[src/quaternion_slerp_unit_macros.svh]
// assertion macros for the quaternion interpolation unit
`ifndef QUATERNION_SLERP_UNIT_MACROS_SVH
`define QUATERNION_SLERP_UNIT_MACROS_SVH

// same-cycle implication, masked during reset
`define QS_CHECK(label, pre, post) \
  label: assert property (@(posedge clk) disable iff (!rst_n) (pre) |-> (post)) \
    else $error("qslerp check failed");

// next-cycle implication, masked during reset
`define QS_CHECK_NEXT(label, pre, post) \
  label: assert property (@(posedge clk) disable iff (!rst_n) (pre) |=> (post)) \
    else $error("qslerp check failed");

// next-cycle implication, also live during reset
`define QS_CHECK_RST(label, pre, post) \
  label: assert property (@(posedge clk) (pre) |=> (post)) \
    else $error("qslerp reset check failed");

`endif

[src/qslerp_pkg.sv]
// shared constants and types for the quaternion interpolation unit
`default_nettype none
package qslerp_pkg;
  localparam int CORDIC_STEPS = 30;
  localparam int ROOT_STEPS   = 31;
  localparam int DIV_STEPS    = 31;
  localparam int ANG_W        = 34;
  localparam int T_W          = 16;
  localparam int THR_W        = 15;
  localparam int CFG_IDX_W    = 1;

  localparam logic [30:0] ONE_Q30  = 31'h4000_0000;
  localparam logic [31:0] INV_GAIN = 32'd652032874;
  localparam logic [15:0] T_ONE    = 16'h8000;
  localparam logic        MODE_SPH = 1'b0;

  typedef enum logic [CFG_IDX_W-1:0] {
    CFG_MODE   = 1'b0,
    CFG_THRESH = 1'b1
  } cfg_idx_t;

  typedef struct packed {
    logic sph;
    logic sat;
  } qs_flags_t;

  localparam logic [31:0] ATAN_TAB [CORDIC_STEPS] = '{
    32'h3243F6A8, 32'h1DAC6705, 32'h0FADBAFC, 32'h07F56EA6, 32'h03FEAB76, 32'h01FFD55B,
    32'h00FFFAAA, 32'h007FFF55, 32'h003FFFEA, 32'h001FFFFD, 32'h000FFFFF, 32'h0007FFFF,
    32'h0003FFFF, 32'h0001FFFF, 32'h0000FFFF, 32'h00007FFF, 32'h00003FFF, 32'h00001FFF,
    32'h00000FFF, 32'h000007FF, 32'h000003FF, 32'h000001FF, 32'h000000FF, 32'h0000007F,
    32'h0000003F, 32'h0000001F, 32'h0000000F, 32'h00000007, 32'h00000003, 32'h00000001
  };
endpackage
`default_nettype wire

[src/qslerp_isqrt.sv]
// pipelined integer square root, one result bit per stage
`default_nettype none
module qslerp_isqrt import qslerp_pkg::*; #(
  parameter int SIDE_W = 8
) (
  input  logic              clk,
  input  logic              rst_n,
  input  logic              adv,
  input  logic              valid_i,
  input  logic [60:0]       v_i,
  input  qs_flags_t         flags_i,
  input  logic [SIDE_W-1:0] side_i,
  output logic              valid_o,
  output logic [30:0]       s_o,
  output qs_flags_t         flags_o,
  output logic [SIDE_W-1:0] side_o
);
  localparam int N = ROOT_STEPS;

  logic [61:0]       rem_r  [N-1];
  logic [61:0]       root_r [N];
  logic              vld_r  [N];
  qs_flags_t         flg_r  [N];
  logic [SIDE_W-1:0] side_r [N];

  for (genvar k = 0; k < N; k++) begin : g_step
    localparam logic [61:0] BITK = 62'(1) << (60 - 2 * k);
    logic [61:0]       rem_p, root_p, trial;
    logic              vld_p, take;
    qs_flags_t         flg_p;
    logic [SIDE_W-1:0] side_p;

    if (k == 0) begin : g_first
      assign rem_p  = {1'b0, v_i};
      assign root_p = '0;
      assign vld_p  = valid_i;
      assign flg_p  = flags_i;
      assign side_p = side_i;
    end else begin : g_next
      assign rem_p  = rem_r[k-1];
      assign root_p = root_r[k-1];
      assign vld_p  = vld_r[k-1];
      assign flg_p  = flg_r[k-1];
      assign side_p = side_r[k-1];
    end

    assign trial = root_p + BITK;
    assign take  = rem_p >= trial;

    always_ff @(posedge clk) begin
      if (!rst_n) begin
        vld_r[k] <= 1'b0;
      end else if (adv) begin
        vld_r[k] <= vld_p;
      end
    end

    always_ff @(posedge clk) begin
      if (adv) begin
        root_r[k] <= take ? (root_p >> 1) + BITK : root_p >> 1;
        flg_r[k]  <= flg_p;
        side_r[k] <= side_p;
      end
    end

    if (k < N - 1) begin : g_rem
      always_ff @(posedge clk) begin
        if (adv) begin
          rem_r[k] <= take ? rem_p - trial : rem_p;
        end
      end
    end
  end

  assign valid_o     = vld_r[N-1];
  assign s_o         = root_r[N-1][30:0];
  assign flags_o.sph = flg_r[N-1].sph && (root_r[N-1][30:0] != '0);
  assign flags_o.sat = flg_r[N-1].sat;
  assign side_o      = side_r[N-1];
endmodule
`default_nettype wire

[config.mk]
export PLATFORM = sky130hd
export DESIGN_NAME = qslerp_isqrt
export DESIGN_NICKNAME = d
export VERILOG_FILES = /design/src/quaternion_slerp_unit_macros.svh /design/src/qslerp_pkg.sv /design/src/qslerp_isqrt.sv
export SDC_FILE = /design/constraint.sdc
export NUM_CORES = 2
export LEC_CHECK = 0
export ABC_CLOCK_PERIOD_IN_PS = 3500
export BUFFER_PORTS_ARGS = -buffer_cell sky130_fd_sc_hd__buf_4
export CELL_PAD_IN_SITES_DETAIL_PLACEMENT = 1
export CELL_PAD_IN_SITES_GLOBAL_PLACEMENT = 2
export CORE_UTILIZATION = 41
export DETAILED_ROUTE_END_ITERATION = 10
export HOLD_SLACK_MARGIN = 0.08
export PLACE_DENSITY_LB_ADDON = 0.1
export SLEW_MARGIN = 20
export SYNTH_ARGS = -nofsm -noshare
export SYNTH_HDL_FRONTEND = slang
export SYNTH_MEMORY_MAX_BITS = 65536
export SYNTH_SLANG_ARGS = --single-unit
[constraint.sdc]
create_clock -name clk -period 3.5 [get_ports clk]
set_clock_uncertainty 0.05 [all_clocks]
set_input_delay 0.175 -clock clk [delete_from_list [all_inputs] [get_ports clk]]
set_output_delay 0.175 -clock clk [all_outputs]
set_load 0.05 [all_outputs]
==> Yosys cells after proc, flatten, opt, wreduce, memory -nomap -nowiden <==
Memories as Yosys holds them, arrays and structs flattened.
Cells that the tools add are included.
{ "totals": {"ff_bits": 0, "latchBits": 0, "ram_bits": 4123, "rom_bits": 0, "input_bits": 75, "output_inout_bits": 42, "wordCells": 256, "memories": 5} }
{ "op_classes": {"n_addsub": 90, "multipliers": 0, "div_mod_pow": 0, "n_lt_le_gt_ge": 31, "eq_ne": 0, "n_shift": 0, "n_mux": 97, "n_bitwise": 31, "reduce_logical": 2} }
{ "memory_table": {"columns": ["memory", "depth", "width", "read_ports", "rd_ports_with_merged_regs", "write_ports", "line", "rtl"], "rows": [
  ["root_r", 31, 62, 31, 0, 31, "qslerp_isqrt.sv:21", "logic [61:0] root_r [N];"],
  ["rem_r", 30, 62, 30, 0, 30, "qslerp_isqrt.sv:20", "logic [61:0] rem_r [N-1];"],
  ["side_r", 31, 8, 31, 0, 31, "qslerp_isqrt.sv:24", "logic [SIDE_W-1:0] side_r [N];"],
  ["flg_r", 31, 2, 31, 0, 31, "qslerp_isqrt.sv:23", "qs_flags_t flg_r [N];"],
  ["vld_r", 31, 1, 31, 0, 31, "qslerp_isqrt.sv:22", "logic vld_r [N];"]
]} }
{ "op_table": {"columns": ["operator", "n"], "rows": [
  ["$mux 62", 60],
  ["$ge 62x62->1", 30],
  ["$sub 62x62->62", 29],
  ["$add 61x1->62 const B", 1],
  ["$add 61x11->62 const B", 1],
  ["$add 61x13->62 const B", 1],
  ["$add 61x15->62 const B", 1],
  ["$add 61x17->62 const B", 1],
  ["$add 61x19->62 const B", 1],
  ["$add 61x21->62 const B", 1],
  ["$add 61x23->62 const B", 1],
  ["$add 61x25->62 const B", 1],
  ["$add 61x27->62 const B", 1],
  ["$add 61x29->62 const B", 1],
  ["$add 61x3->62 const B", 1],
  ["$add 61x31->62 const B", 1],
  ["$add 61x33->62 const B", 1],
  ["$add 61x35->62 const B", 1],
  ["$add 61x37->62 const B", 1],
  ["$add 61x39->62 const B", 1],
  ["$add 61x41->62 const B", 1],
  ["$add 61x43->62 const B", 1],
  ["$add 61x45->62 const B", 1],
  ["$add 61x47->62 const B", 1],
  ["other kinds (46)", 111]
]} }

==> Logic depth before layout (Yosys ltp) <==
{ "logic_depth": {"ltp_word": 4, "ltp_mapped": 15, "mapped_depth_nobuf": 13} }

==> Worst setup path before layout <==
Ideal clock, no wire load.
{ "synth_timing": {"path_kind": "register -> register", "start": "memory rem_r[21][38] (netlist: rem_r[5][100])", "end": "memory rem_r[22][58] (netlist: rem_r[5][182]), data pin", "setup_ns": 0.258, "t_arrival_ns": 3.311, "required_ns": 3.192, "path_slack_ns": -0.118, "path_stages_with_launch": 12, "path_buffers": 1, "period_less_slack_ns": 3.618, "path_cell_list": "edfxtp_1 -> ha_1 -> buf_2 -> or4bb_1 -> nor4_1 -> and3_1 -> a31oi_1 -> and2_1 -> or4_1 -> or2_1 -> or4_1 -> xnor2_1"} }
{ "synth_lines": {"columns": ["element", "line"], "rows": [
  ["from (decl)", "qslerp_isqrt.sv:20"]
]} }

==> results by group <==
Outcome
  • Outcome: finished with violations
  • Failing checks: setup timing

CTS
  • Buffers from clock root to sink, at most: 4
  • Worst skew pair latency: 0.93 ns
  • Root Driver: clkbuf_16
  • Clk sink count: 2697
  • CTS tree: yes
  • Clk pin slew, worst setup/hold paths: 0.06 ns
  • H-tree depth: 5
  • CTS Buf Count: 305

Detailed routing
  • Remaining DRCs: 0
  • 1st-pass router iterations: 5
  • Drt initial violations: 5490
  • WL/cell: 23.8 µm
  • Vias: 81610
  • DRT Wirelength: 362000 µm
  • Remaining antenna violation count: 0
  • Vias per inst: 5.36

Floorplan
  • Core region area: 0.297 mm²
  • Top-level port count: 117
  • Die X: 549 µm
  • Die Height: 549 µm
  • Die area: 0.302 mm²
  • # rows: 200
  • Starting density of the core: 0.413

Timing
  • Fin crit share: 1.02
  • Setup_tns: -0.550 ns
  • Fin worst setup slack: -0.0670 ns
  • Fmax: 280 MHz
  • Final hold violation count: 0
  • Setup-failing EPs final: 21
  • Final min period: 3.57 ns
  • Worst hold slack: 0.208 ns
  • Slew HR: 0.260
  • Max-slew violations: 0
  • Unrepaired setup endpoints after global routing: true
  • Worst Tran Pin Value: 1.11 ns

Logic synthesis
  • Post-synthesis xor/xnor area fraction: 0.0585
  • Adder-cell share of the synthesized area: 0.0533
  • Sequential fraction of the synthesis area: 0.660
  • Post-Synthesis Cells: 9256
  • Mux contribution to synthesized area: 0.00878
  • Synth Area in Compound Gates: 0.0820
  • Asr flop ratio synth: 0
  • Netlist Area Pre-Place: 0.123 mm²
  • Post-synth EDFFs: 2696
  • Distinct cells, synth: 94
  • Post-Synth Simple-Gate Area: 0.112
  • Synth warn: 0
  • Register bit total from synthesis: 2697
  • Prevailing post-synth register cell: edfxtp_1
  • Synth Area per Inst: 13.3 µm²
  • Largest family of logic cells by synthesized area: simple AND/OR/NAND/NOR gates

Setup path
  • R2R setup slack: -0.07 ns
  • CP arrival: 4.13 ns
  • Cells along the critical path: or4_4 > or4_4 > or4_4 > or3_4 > nor3_4 > o211ai_1 > nand3_1 > or2_4 > nor4_4 > xor2_1
  • Setup crit end kind: flop
  • FF-to-FF path depth: 10
  • CP required: 4.07 ns
  • Worst R2R End: rem_r[4][113]$_DFFE_PP_
  • Max incr delay on CP: 0.55 ns
  • Crit path launch type: flop
  • Worst-path maximum fanout: 8
  • WS Path Type: flop to flop
  • CP max stage cell: or4_4
  • FF-to-FF Start: rem_r[4][51]$_DFFE_PP_
  • Crit-path most repeated cell: or4_4

GRT
  • First-pass GRT wire length: 540000 µm
  • GRT Util Overall: 0.235
  • Largest net degree at the start of global routing: 105
  • Number of global-route vias before repair: 86074
  • Total gr overflow: 0
  • Antenna violations before repair: 10

Placed design
  • Gpl congestion: 0.877
  • HPWL after DPL: 266000 µm
  • I/O Buffers: 116
  • Placed cell count: 14389
  • Placement Cell Area: 0.138 mm²

Pwr
  • Max VDD drop: 491 µV
  • Leak Pwr: 59.5 nW
  • PD cells: 639 mW/mm²

Worst hold path
  • Worst hold start: rst_n
  • Min-Delay Path Depth: 3
  • Hold Path Sink: vld_r[1][0]$_DFF_P_
  • HP Class: input port to flop

Finish
  • Area added between synthesis and finish: 25.4%
  • Post-route cell area: 0.154 mm²
  • Layout Nets: 11637
  • Layout cells sized above 1: 0.229
  • Non-filler cells in the finished layout: 15235
  • Finished Core Util: 0.518

Flow run
  • Max-cap violation count: 0
-- flip-flops by register name (all words and copies together), names as in the netlist --
| signal | cells |
|---|---|
| vld_r | 31 |
| root_r | 496 |
| side_r | 248 |
| rem_r | 1860 |
| flg_r | 62 |
-- final cells by class --
cell class / instances / area (µm²)
timing repair buffer: 1649 / 13700
fill: 29689 / 143000
multi-input combinational: 5730 / 42000
clock inverter: 199 / 1980
clock buffer: 352 / 7850
antenna: 13 / 32.5
inverter: 656 / 2470
sequential: 2697 / 81000
tap: 3939 / 4930
-- layout by cell type, fill, tap and decap left out, drive strengths merged, types with 29 or more instances in the layout --
cell and count:
buf 1496, a31oi 47, clkinv 137, nor2 598, xnor2 418, nor4 316
nand3 133, inv 674, or3 93, or4 67, ha 523, a21oi 567
nand2b 112, o21bai 48, a211oi 39, and2 33, nand2 563, nor2b 66
nor3 238, edfxtp 2696, o31ai 39, o21ai 417, o21a 86, nor4b 50
and3 71, mux2 85, a21o 198, or2 34, nand4 139, xor2 402
dlygate4sd3 147, and4 29, nand3b 32, clkbuf 358
-- stage by stage --
step           setup slack (ns)  power [mW]
2_1_floorplan           -0.0267        55.0
3_3_place_gp             -0.551        64.8
3_5_place_dp             -0.601        65.2
4_1_cts                  -0.115        98.2
5_1_grt                  -0.210         103
6_report                -0.0670        98.3
-- layer usage --
layer,vias to the layer above,track usage,wire [µm]
li1,38335,-,-
met1,41235,0.311,158000
met2,1570,0.409,180000
met3,468,0.0282,14000
met4,2,0.0641,9960
met5,-,0,13
-- Yosys cell counts, types with 66 or more instances --
cell      instances  area (µm²)
a21o_1          198        1490
or3_1            93         582
and3_1           71         444
nor3_1          236        1180
nor2_1          598        2240
nand2b_1        112         701
nor4_1          314        1960
ha_1            523        6540
a21oi_1         567        2840
inv_1           653        2450
mux2_2           84         946
nand3_1         132         661
xnor2_1         418        3660
nand2_1         563        2110
xor2_1          402        3520
nor2b_1          66         413
o21a_1           86         646
edfxtp_1       2696       81000
nand4_1         137         857
clkbuf_1        141         529
or4_1            67         503
o21ai_0         414        2070
-- worst max-delay path: cells and delay by family (launching register included) --
kind / cells / cell delay (ns)
AO/OA/AOI/OAI: 1 / 0.18
XOR/XNOR: 1 / 0.15
flip-flops: 1 / 0.38
AND/OR/NAND/NOR: 8 / 2.51
-- power breakdown --
part | leakage [nW] | switching [mW] | internal [mW]
combinational | 28.7 | 12.3 | 10.4
sequential | 26.0 | 3.27 | 40.6
clock | 4.77 | 13.6 | 18.2
-- cell families after synthesis --
family | after synthesis
and+or+nand+nor | 2644
adders and majority gates | 523
AOI/OAI and AO/OA | 1644
xor gates and xnor gates | 820
muxes | 97
DFF | 2697
buffers and inverters | 830
other | 1
-- worst max path at each step --
stage | startpoint | to | slack [ns] | cells past startpoint
after floorplan | rem_r[5][100]$_DFFE_PP_ | rem_r[5][182]$_DFFE_PP_ | -0.03 | 11
after global placement | rem_r[5][207]$_DFFE_PP_ | rem_r[6][47]$_DFFE_PP_ | -0.55 | 12
final | rem_r[4][51]$_DFFE_PP_ | rem_r[4][113]$_DFFE_PP_ | -0.07 | 10
after CTS | root_r[1][448]$_DFFE_PP_ | rem_r[6][53]$_DFFE_PP_ | -0.11 | 14
after detailed placement | rem_r[5][207]$_DFFE_PP_ | rem_r[6][47]$_DFFE_PP_ | -0.60 | 12
after global routing | rem_r[5][200]$_DFFE_PP_ | rem_r[6][53]$_DFFE_PP_ | -0.21 | 12
-- timing repair --
item                                   4_1_cts  5_1_grt
setup buffers                               50       80
gates resized for setup                    323      414
hold buffers                               147        0
endpoints found under the hold margin      218        0
setup endpoints to repair                  429      505
gates cloned                                 5        7
pin swaps                                   79      165
No activity file was read; power rests on OpenSTA's default activity.
