$ cat src/quaternion_slerp_unit_macros.svh
// assertion macros for the quaternion interpolation unit
`ifndef QUATERNION_SLERP_UNIT_MACROS_SVH
`define QUATERNION_SLERP_UNIT_MACROS_SVH

// same-cycle implication, masked during reset
`define QS_CHECK(label, pre, post) \
  label: assert property (@(posedge clk) disable iff (!rst_n) (pre) |-> (post)) \
    else $error("qslerp check failed");

// next-cycle implication, masked during reset
`define QS_CHECK_NEXT(label, pre, post) \
  label: assert property (@(posedge clk) disable iff (!rst_n) (pre) |=> (post)) \
    else $error("qslerp check failed");

// next-cycle implication, also live during reset
`define QS_CHECK_RST(label, pre, post) \
  label: assert property (@(posedge clk) (pre) |=> (post)) \
    else $error("qslerp reset check failed");

`endif

$ cat src/qslerp_pkg.sv
// shared constants and types for the quaternion interpolation unit
`default_nettype none
package qslerp_pkg;
  localparam int CORDIC_STEPS = 30;
  localparam int ROOT_STEPS   = 31;
  localparam int DIV_STEPS    = 31;
  localparam int ANG_W        = 34;
  localparam int T_W          = 16;
  localparam int THR_W        = 15;
  localparam int CFG_IDX_W    = 1;

  localparam logic [30:0] ONE_Q30  = 31'h4000_0000;
  localparam logic [31:0] INV_GAIN = 32'd652032874;
  localparam logic [15:0] T_ONE    = 16'h8000;
  localparam logic        MODE_SPH = 1'b0;

  typedef enum logic [CFG_IDX_W-1:0] {
    CFG_MODE   = 1'b0,
    CFG_THRESH = 1'b1
  } cfg_idx_t;

  typedef struct packed {
    logic sph;
    logic sat;
  } qs_flags_t;

  localparam logic [31:0] ATAN_TAB [CORDIC_STEPS] = '{
    32'h3243F6A8, 32'h1DAC6705, 32'h0FADBAFC, 32'h07F56EA6, 32'h03FEAB76, 32'h01FFD55B,
    32'h00FFFAAA, 32'h007FFF55, 32'h003FFFEA, 32'h001FFFFD, 32'h000FFFFF, 32'h0007FFFF,
    32'h0003FFFF, 32'h0001FFFF, 32'h0000FFFF, 32'h00007FFF, 32'h00003FFF, 32'h00001FFF,
    32'h00000FFF, 32'h000007FF, 32'h000003FF, 32'h000001FF, 32'h000000FF, 32'h0000007F,
    32'h0000003F, 32'h0000001F, 32'h0000000F, 32'h00000007, 32'h00000003, 32'h00000001
  };
endpackage
`default_nettype wire

$ cat src/qslerp_dot.sv
// dot product, shortest-path sign fix, clamp and sine-squared operand
`default_nettype none
module qslerp_dot import qslerp_pkg::*; #(
  parameter int B = 16
) (
  input  logic                 clk,
  input  logic                 rst_n,
  input  logic                 adv,
  input  logic                 valid_i,
  input  logic [4*B-1:0]       a_i,
  input  logic [4*B-1:0]       b_i,
  input  logic [T_W-1:0]       t_i,
  input  logic                 mode_i,
  input  logic [THR_W-1:0]     thr_i,
  output logic                 valid_o,
  output logic [8*B+4+T_W-1:0] base_o,
  output logic [30:0]          c_o,
  output logic [60:0]          v_o,
  output qs_flags_t            flags_o
);
  localparam int F  = B - 2;
  localparam int DW = B + 4;
  localparam int BW = 8 * B + 4 + T_W;
  localparam logic [DW-1:0] ONE = DW'(1) << F;

  logic                  vld1_r, vld2_r, vld3_r, vld4_r, vld5_r;
  logic signed [2*B-1:0] prod1_r [4];
  logic [4*B-1:0]        a1_r, a2_r, b1_r, b2_r;
  logic [T_W-1:0]        t1_r, t2_r;
  logic signed [DW-1:0]  dsum, d2_r;
  logic [BW-1:0]         base3_r, base4_r, base5_r;
  logic [30:0]           c3_r, c4_r, c5_r;
  logic [61:0]           cc4_r;
  logic [60:0]           v5_r;
  qs_flags_t             flg3_r, flg4_r, flg5_r;

  logic                  neg, sph_mode, big;
  logic [DW-1:0]         dabs, dc, diff;
  logic [4*(B+1)-1:0]    bn;
  logic [T_W-1:0]        tc;

  always_ff @(posedge clk) begin
    if (!rst_n) begin
      vld1_r <= 1'b0;
      vld2_r <= 1'b0;
      vld3_r <= 1'b0;
      vld4_r <= 1'b0;
      vld5_r <= 1'b0;
    end else if (adv) begin
      vld1_r <= valid_i;
      vld2_r <= vld1_r;
      vld3_r <= vld2_r;
      vld4_r <= vld3_r;
      vld5_r <= vld4_r;
    end
  end

  always_comb begin
    dsum = '0;
    for (int i = 0; i < 4; i++) begin
      dsum = dsum + DW'(prod1_r[i] >>> F);
    end
  end

  always_comb begin
    neg      = d2_r[DW-1];
    dabs     = neg ? DW'(-d2_r) : DW'(d2_r);
    for (int i = 0; i < 4; i++) begin
      bn[i*(B+1) +: B+1] = neg ? -{b2_r[i*B+B-1], b2_r[i*B +: B]}
                               : {b2_r[i*B+B-1], b2_r[i*B +: B]};
    end
    tc       = (t2_r > T_ONE) ? T_ONE : t2_r;
    sph_mode = (mode_i == MODE_SPH);
    big      = dabs > ONE;
    dc       = (sph_mode && big) ? ONE : dabs;
    diff     = ONE - dc;
  end

  always_ff @(posedge clk) begin
    if (adv) begin
      for (int i = 0; i < 4; i++) begin
        prod1_r[i] <= $signed(a_i[i*B +: B]) * $signed(b_i[i*B +: B]);
      end
      a1_r    <= a_i;
      b1_r    <= b_i;
      t1_r    <= t_i;
      d2_r    <= dsum;
      a2_r    <= a1_r;
      b2_r    <= b1_r;
      t2_r    <= t1_r;
      base3_r <= {tc, bn, a2_r};
      c3_r    <= 31'(dc) << (30 - F);
      flg3_r.sat <= sph_mode && big;
      flg3_r.sph <= sph_mode && (diff > DW'(thr_i));
      cc4_r   <= 62'(c3_r) * 62'(c3_r);
      base4_r <= base3_r;
      c4_r    <= c3_r;
      flg4_r  <= flg3_r;
      v5_r    <= 61'((62'(1) << 60) - cc4_r);
      base5_r <= base4_r;
      c5_r    <= c4_r;
      flg5_r  <= flg4_r;
    end
  end

  assign valid_o = vld5_r;
  assign base_o  = base5_r;
  assign c_o     = c5_r;
  assign v_o     = v5_r;
  assign flags_o = flg5_r;
endmodule
`default_nettype wire

$ cat config.mk
export PLATFORM = sky130hd
export DESIGN_NAME = qslerp_dot
export DESIGN_NICKNAME = d
export VERILOG_FILES = /design/src/quaternion_slerp_unit_macros.svh /design/src/qslerp_pkg.sv /design/src/qslerp_dot.sv
export SDC_FILE = /design/constraint.sdc
export NUM_CORES = 2
export LEC_CHECK = 0
export BUFFER_PORTS_ARGS = -buffer_cell sky130_fd_sc_hd__buf_4
export CAP_MARGIN = 15
export CORE_ASPECT_RATIO = 1.25
export CORE_MARGIN = 2
export CORE_UTILIZATION = 57
export CTS_CLUSTER_DIAMETER = 30
export DETAILED_ROUTE_END_ITERATION = 8
export HOLD_SLACK_MARGIN = 0.02
export PLACE_DENSITY_LB_ADDON = 0.25
export SYNTH_ARGS = -nofsm -noshare
export SYNTH_HDL_FRONTEND = slang
export SYNTH_SLANG_ARGS = --single-unit
$ cat constraint.sdc
create_clock -name clk -period 7.3 [get_ports clk]
set_input_delay 1.095 -clock clk [delete_from_list [all_inputs] [get_ports clk]]
set_output_delay 1.095 -clock clk [all_outputs]
set_load 0.005 [all_outputs]
# Yosys cells after proc, flatten, opt, wreduce, memory -nomap -nowiden
# Memory sizes are Yosys's and may differ from the RTL's.
# Index checks and enable logic that the tools add are counted.
# word_totals
out_inout_bits,243
ramBits,128
memories,1
word_cells,57
inputBits,164
reg_bits,898
# classes
reduce_logical,2
bitwise_logic,1
addsub,10
n_lt_le_gt_ge,3
n_mul,5
mux,8
# memory_table
memory,words,width,read_ports,rd_clocked_by_memory_dff,write_ports,line,text
prod1_r,4,32,4,0,4,qslerp_dot.sv:27,logic signed [2*B-1:0] prod1_r [4];
# ops
op,n
$mul 16x16->32,4
$mux 17,4
$neg 17->17,4
$sub 61x61->61 const A,1
$mux 20,2
$mul 15x15->29,1
$add 19x18->20,1
$add 20x18->20,1
$gt 20x15->1,1
$gt 20x15->1 const B,1
$neg 20->20,1
$sub 15x20->20 const A,1
$add 18x18->19,1
$gt 16x16->1 const B,1
$logic_and 1x1->1,2
$mux 1,2
$not 1->1,1

# Logic depth before layout (Yosys ltp)
# logic_depth
ltp_word,8
ltp_mapped,27
depth_no_buf,25

# Least setup slack after synthesis
# OpenSTA, ideal clock, no wires.
# synth_path
path_kind,in2reg
from,in a_i[59]
to,mem prod1_r[3][31] in the netlist's numbering (data pin)
required_time_ns,7.030
t_arrival_ns,7.037
path_slack_ns,-0.008
cell_stages,21
n_path_buf,1
setup_time_ns,0.270
cell_sequence,clkbuf_1 -> nand2_1 -> fa_1 -> fa_1 -> fa_1 -> inv_1 -> fa_1 -> fa_1 -> inv_1 -> fa_1 -> inv_1 -> ha_1 -> a21oi_1 -> nor3b_1 -> a21oi_1 -> a311o_1 -> o31a_1 -> o21ai_0 -> a31oi_1 -> o211ai_1 -> or3b_2
# synth_lines
item,line,text
"start, declared",qslerp_dot.sv:10,"input logic [4*B-1:0] a_i,"
"end, declared",qslerp_dot.sv:27,

==> impl_metrics.env <==
export IMPL_gr_total_overflow=0
export IMPL_clock_skew_ns=0.05679
export IMPL_hold_end="base_o[8]$_DFFE_PP_"
export IMPL_netlist_instances=6401
export IMPL_critical_path_class="primary input to flip-flop"
export IMPL_numCtsBuffers=158
export IMPL_antenna_left=0
export IMPL_post_cts_setup_buffers=0
export IMPL_dpl_cell_area_sq_um=82340
export IMPL_postLayoutCellArea_sq_um=87790
export IMPL_vias_per_cell=5.204
export IMPL_hold_worst_slack_ns=0.4042
export IMPL_setup_ws_ns=0.4638
export IMPL_start_kind="primary input"
export IMPL_endpoint_kind="flip-flop"
export IMPL_setup_viol_count_final=0
export IMPL_ios=407
export IMPL_place_congestion=0.9025
export IMPL_cts_buffer_depth=3
export IMPL_r2r_end="cc4_r[60]$_DFFE_PP_"
export IMPL_post_route_util_pct=65.79
export IMPL_cts_hold_buffers=0
export IMPL_critPathSlowestCell="fa_1"
export IMPL_antenna_found_initial=8
export IMPL_r2r_slack_ns=0.59
export IMPL_hold_viol=0
export IMPL_critical_path_arrival_ns=7.35
export IMPL_critPathBufInv=6
export IMPL_syn_cell_area_sq_um=76500
export IMPL_cts_resized=0
export IMPL_path_cells="buf_4 -> buf_4 -> and2_1 -> fa_1 -> inv_1 -> fa_1 -> inv_1 -> ha_1 -> inv_1 -> fa_1 -> fa_1 -> inv_1 -> fa_1 -> ha_1 -> o21ai_0 -> a21oi_1 -> a22oi_1 -> a21oi_1 -> a311o_1 -> o31a_1 -> o21ai_0 -> a31oi_1 -> o211ai_1 -> or3b_2"
export IMPL_drive_gt1_share_pct=12.43
export IMPL_ys_seq_area_share_pct=36.60
export IMPL_cts_num_sinks=934
export IMPL_track_usage_pct=24.48
export IMPL_clk_transition_reported_paths_ns=0.05
export IMPL_drt_iter0_drc=2726
export IMPL_synth_ff_type="edfxtp_1"
export IMPL_critPathRequiredTime_ns=7.81
export IMPL_cts_htree_levels=4
export IMPL_grt_first_pass_wirelength_um=261500
export IMPL_cp_max_fo=10
export IMPL_layout_min_cycle_time_ns=6.836
export IMPL_dpl_hpwl_um=127000
export IMPL_netlist_top_cell_by_area="edfxtp_1"
export IMPL_r2r_worst_path_cells=19
export IMPL_ys_warn_count=0
export IMPL_rr_startpoint="c3_r[17]$_DFFE_PP_"
export IMPL_ys_ff_latch=934
export IMPL_dp_slack_ns=-0.3668
export IMPL_min_period_over_period_pct=93.65
export IMPL_slew_violations=0
export IMPL_die_area_sq_um=137200
export IMPL_fmax_ghz=0.1463
export IMPL_cp_top_family="adder cells"
export IMPL_area_delta_synth_final_pct=14.76
export IMPL_holdPathStages=0
export IMPL_drc=0
export IMPL_drt_pre_antenna_iters=6
export IMPL_grt_max_degree=170
export IMPL_rsz0062_at_grt="false"
export IMPL_tightest_slew_ns=1.071
export IMPL_die_w_um=331.7
export IMPL_port_buffers=358
export IMPL_multiInputGateArea_sq_um=42330
export IMPL_avgSynthCellArea_sq_um=11.95
export IMPL_synth_cell_types=81
export IMPL_grt_pass1_vias=50640
export IMPL_avgRoutedWirePerCell_um=18.16
export IMPL_cts_tree="yes"
export IMPL_layout_nets=8800
export IMPL_max_cap_violations=0
export IMPL_synth_edf_count=929
export IMPL_rows=150
export IMPL_slew_headroom_pct=28.62
export IMPL_timing_critical_path_mode_cell="fa_1"
export IMPL_regArea_sq_um=28000
export IMPL_synth_async_reset_ratio_pct=0
export IMPL_start_util_pct=57.33
export IMPL_fp_coreArea_sq_um=133400
export IMPL_cts_root_buf="clkbuf_16"
export IMPL_synth_area_leaders="edfxtp_1, fa_1, ha_1, inv_1, and2_1"
export IMPL_die_y_um=413.6
export IMPL_num_vias=46060
export IMPL_hold_class="flip-flop to flip-flop"
export IMPL_yosysTopAreaCellShare_pct=36.46
export IMPL_worstSkewPairLatency_ns=0.79
export IMPL_outcome="complete, no violations"
export IMPL_critPathMaxStageDelay_ns=0.55
export IMPL_nFillCells=9957
export IMPL_wirelength_um=160700
export IMPL_min_from="base4_r[8]$_DFFE_PP_"
[flip-flops by register name, summed over array words and instances (netlist names), 16 cells and up]
| signal | cells |
|---|---|
| a2_r | 64 |
| a1_r | 64 |
| t1_r | 16 |
| b2_r | 64 |
| base4_r | 148 |
| base3_r | 148 |
| base_o | 148 |
| v_o | 27 |
| b1_r | 64 |
| t2_r | 16 |
| d2_r | 20 |
| cc4_r | 27 |
| prod1_r | 72 |
[stage by stage]
step	instances	setup TNS (ns)
after global placement	8560	-0.9241
after detailed placement	8560	-1.830
after global routing	8850	0
after CTS	8849	0
after floorplan	6448	0
final	8851	0
[cell type report]
cell class                 count  share of cell area, %
clock inverter               121                  1.622
sequential                   934                  31.89
multi-input combinational   3874                  48.21
inverter                    1427                  6.101
timing repair buffer         577                  5.099
tap                         1748                  2.491
clock buffer                 168                  4.582
antenna                        2               0.005701
[cells by family (layout without fill, tap and decap cells)]
kind of cell / count (synthesis) / count (layout) / synth area share [%]
AO/OA/AOI/OAI: 328 / 328 / 2.829
XOR/XNOR: 244 / 244 / 2.793
adder cells (fa/ha/maj): 1664 / 1664 / 39.17
buffers and inverters: 1640 / 2293 / 8.310
flip-flops: 934 / 934 / 36.60
multiplexers: 13 / 13 / 0.1815
other: 1 / 50 / 0.004902
AND/OR/NAND/NOR: 1577 / 1577 / 10.12
[routing by layer]
layer  part of all wire, %  GRT usage (%)  vias up
li1                      -              -    20960
met1                    40          30.53    23460
met2                    52          43.16     1279
met3                   4.9          3.745      359
met4                   3.5          9.542        8
met5                 0.030              0        -
[worst max-delay path by stage]
stage,startpoint,endpoint,depth (start not counted)
finish,b_i[49],prod1_r[3][31]$_DFFE_PP_,24
global route,b_i[49],prod1_r[3][31]$_DFFE_PP_,24
CTS,b_i[49],prod1_r[3][31]$_DFFE_PP_,24
detailed placement,b_i[49],prod1_r[3][31]$_DFFE_PP_,24
global placement,b_i[52],prod1_r[3][31]$_DFFE_PP_,23
floorplan,b_i[49],prod1_r[3][31]$_DFFE_PP_,21
[cells in the mapped netlist (4+ instances only)]
library cell,n
nor4_1,14
fa_1,1218
a21o_1,28
or2_2,13
inv_1,1427
o41ai_1,8
mux2_2,7
o211ai_1,6
or4_1,5
nand2_1,678
nand4_1,16
nor3_1,32
mux2i_1,6
o31ai_1,17
edfxtp_1,929
buf_4,50
o22ai_1,6
clkbuf_1,156
nor2_1,174
and3_1,7
nand3b_1,4
xor2_1,64
nor2b_1,42
nand2b_1,43
and2_1,477
o31a_1,4
xnor2_1,180
a31oi_1,12
buf_2,4
a211oi_1,16
o21a_1,23
o21bai_1,4
a21oi_1,82
dfxtp_1,5
o21ai_0,76
or3_1,28
ha_1,446
nand3_1,28
[cell usage in the layout (no fill, tap or decap), drive strengths merged, types with 43 or more instances in the layout]
| cell | count |
|---|---|
| clkinv | 54 |
| conb | 48 |
| a21oi | 83 |
| nand2 | 678 |
| ha | 446 |
| clkbuf | 168 |
| o21ai | 77 |
| nor2 | 174 |
| inv | 1467 |
| xor2 | 64 |
| xnor2 | 180 |
| and2 | 477 |
| fa | 1218 |
| nand2b | 43 |
| edfxtp | 929 |
| buf | 577 |
Power is left out: the tool's default activity adds up to more than one toggle a clock period on the data nets, which glitch-free logic cannot reach.
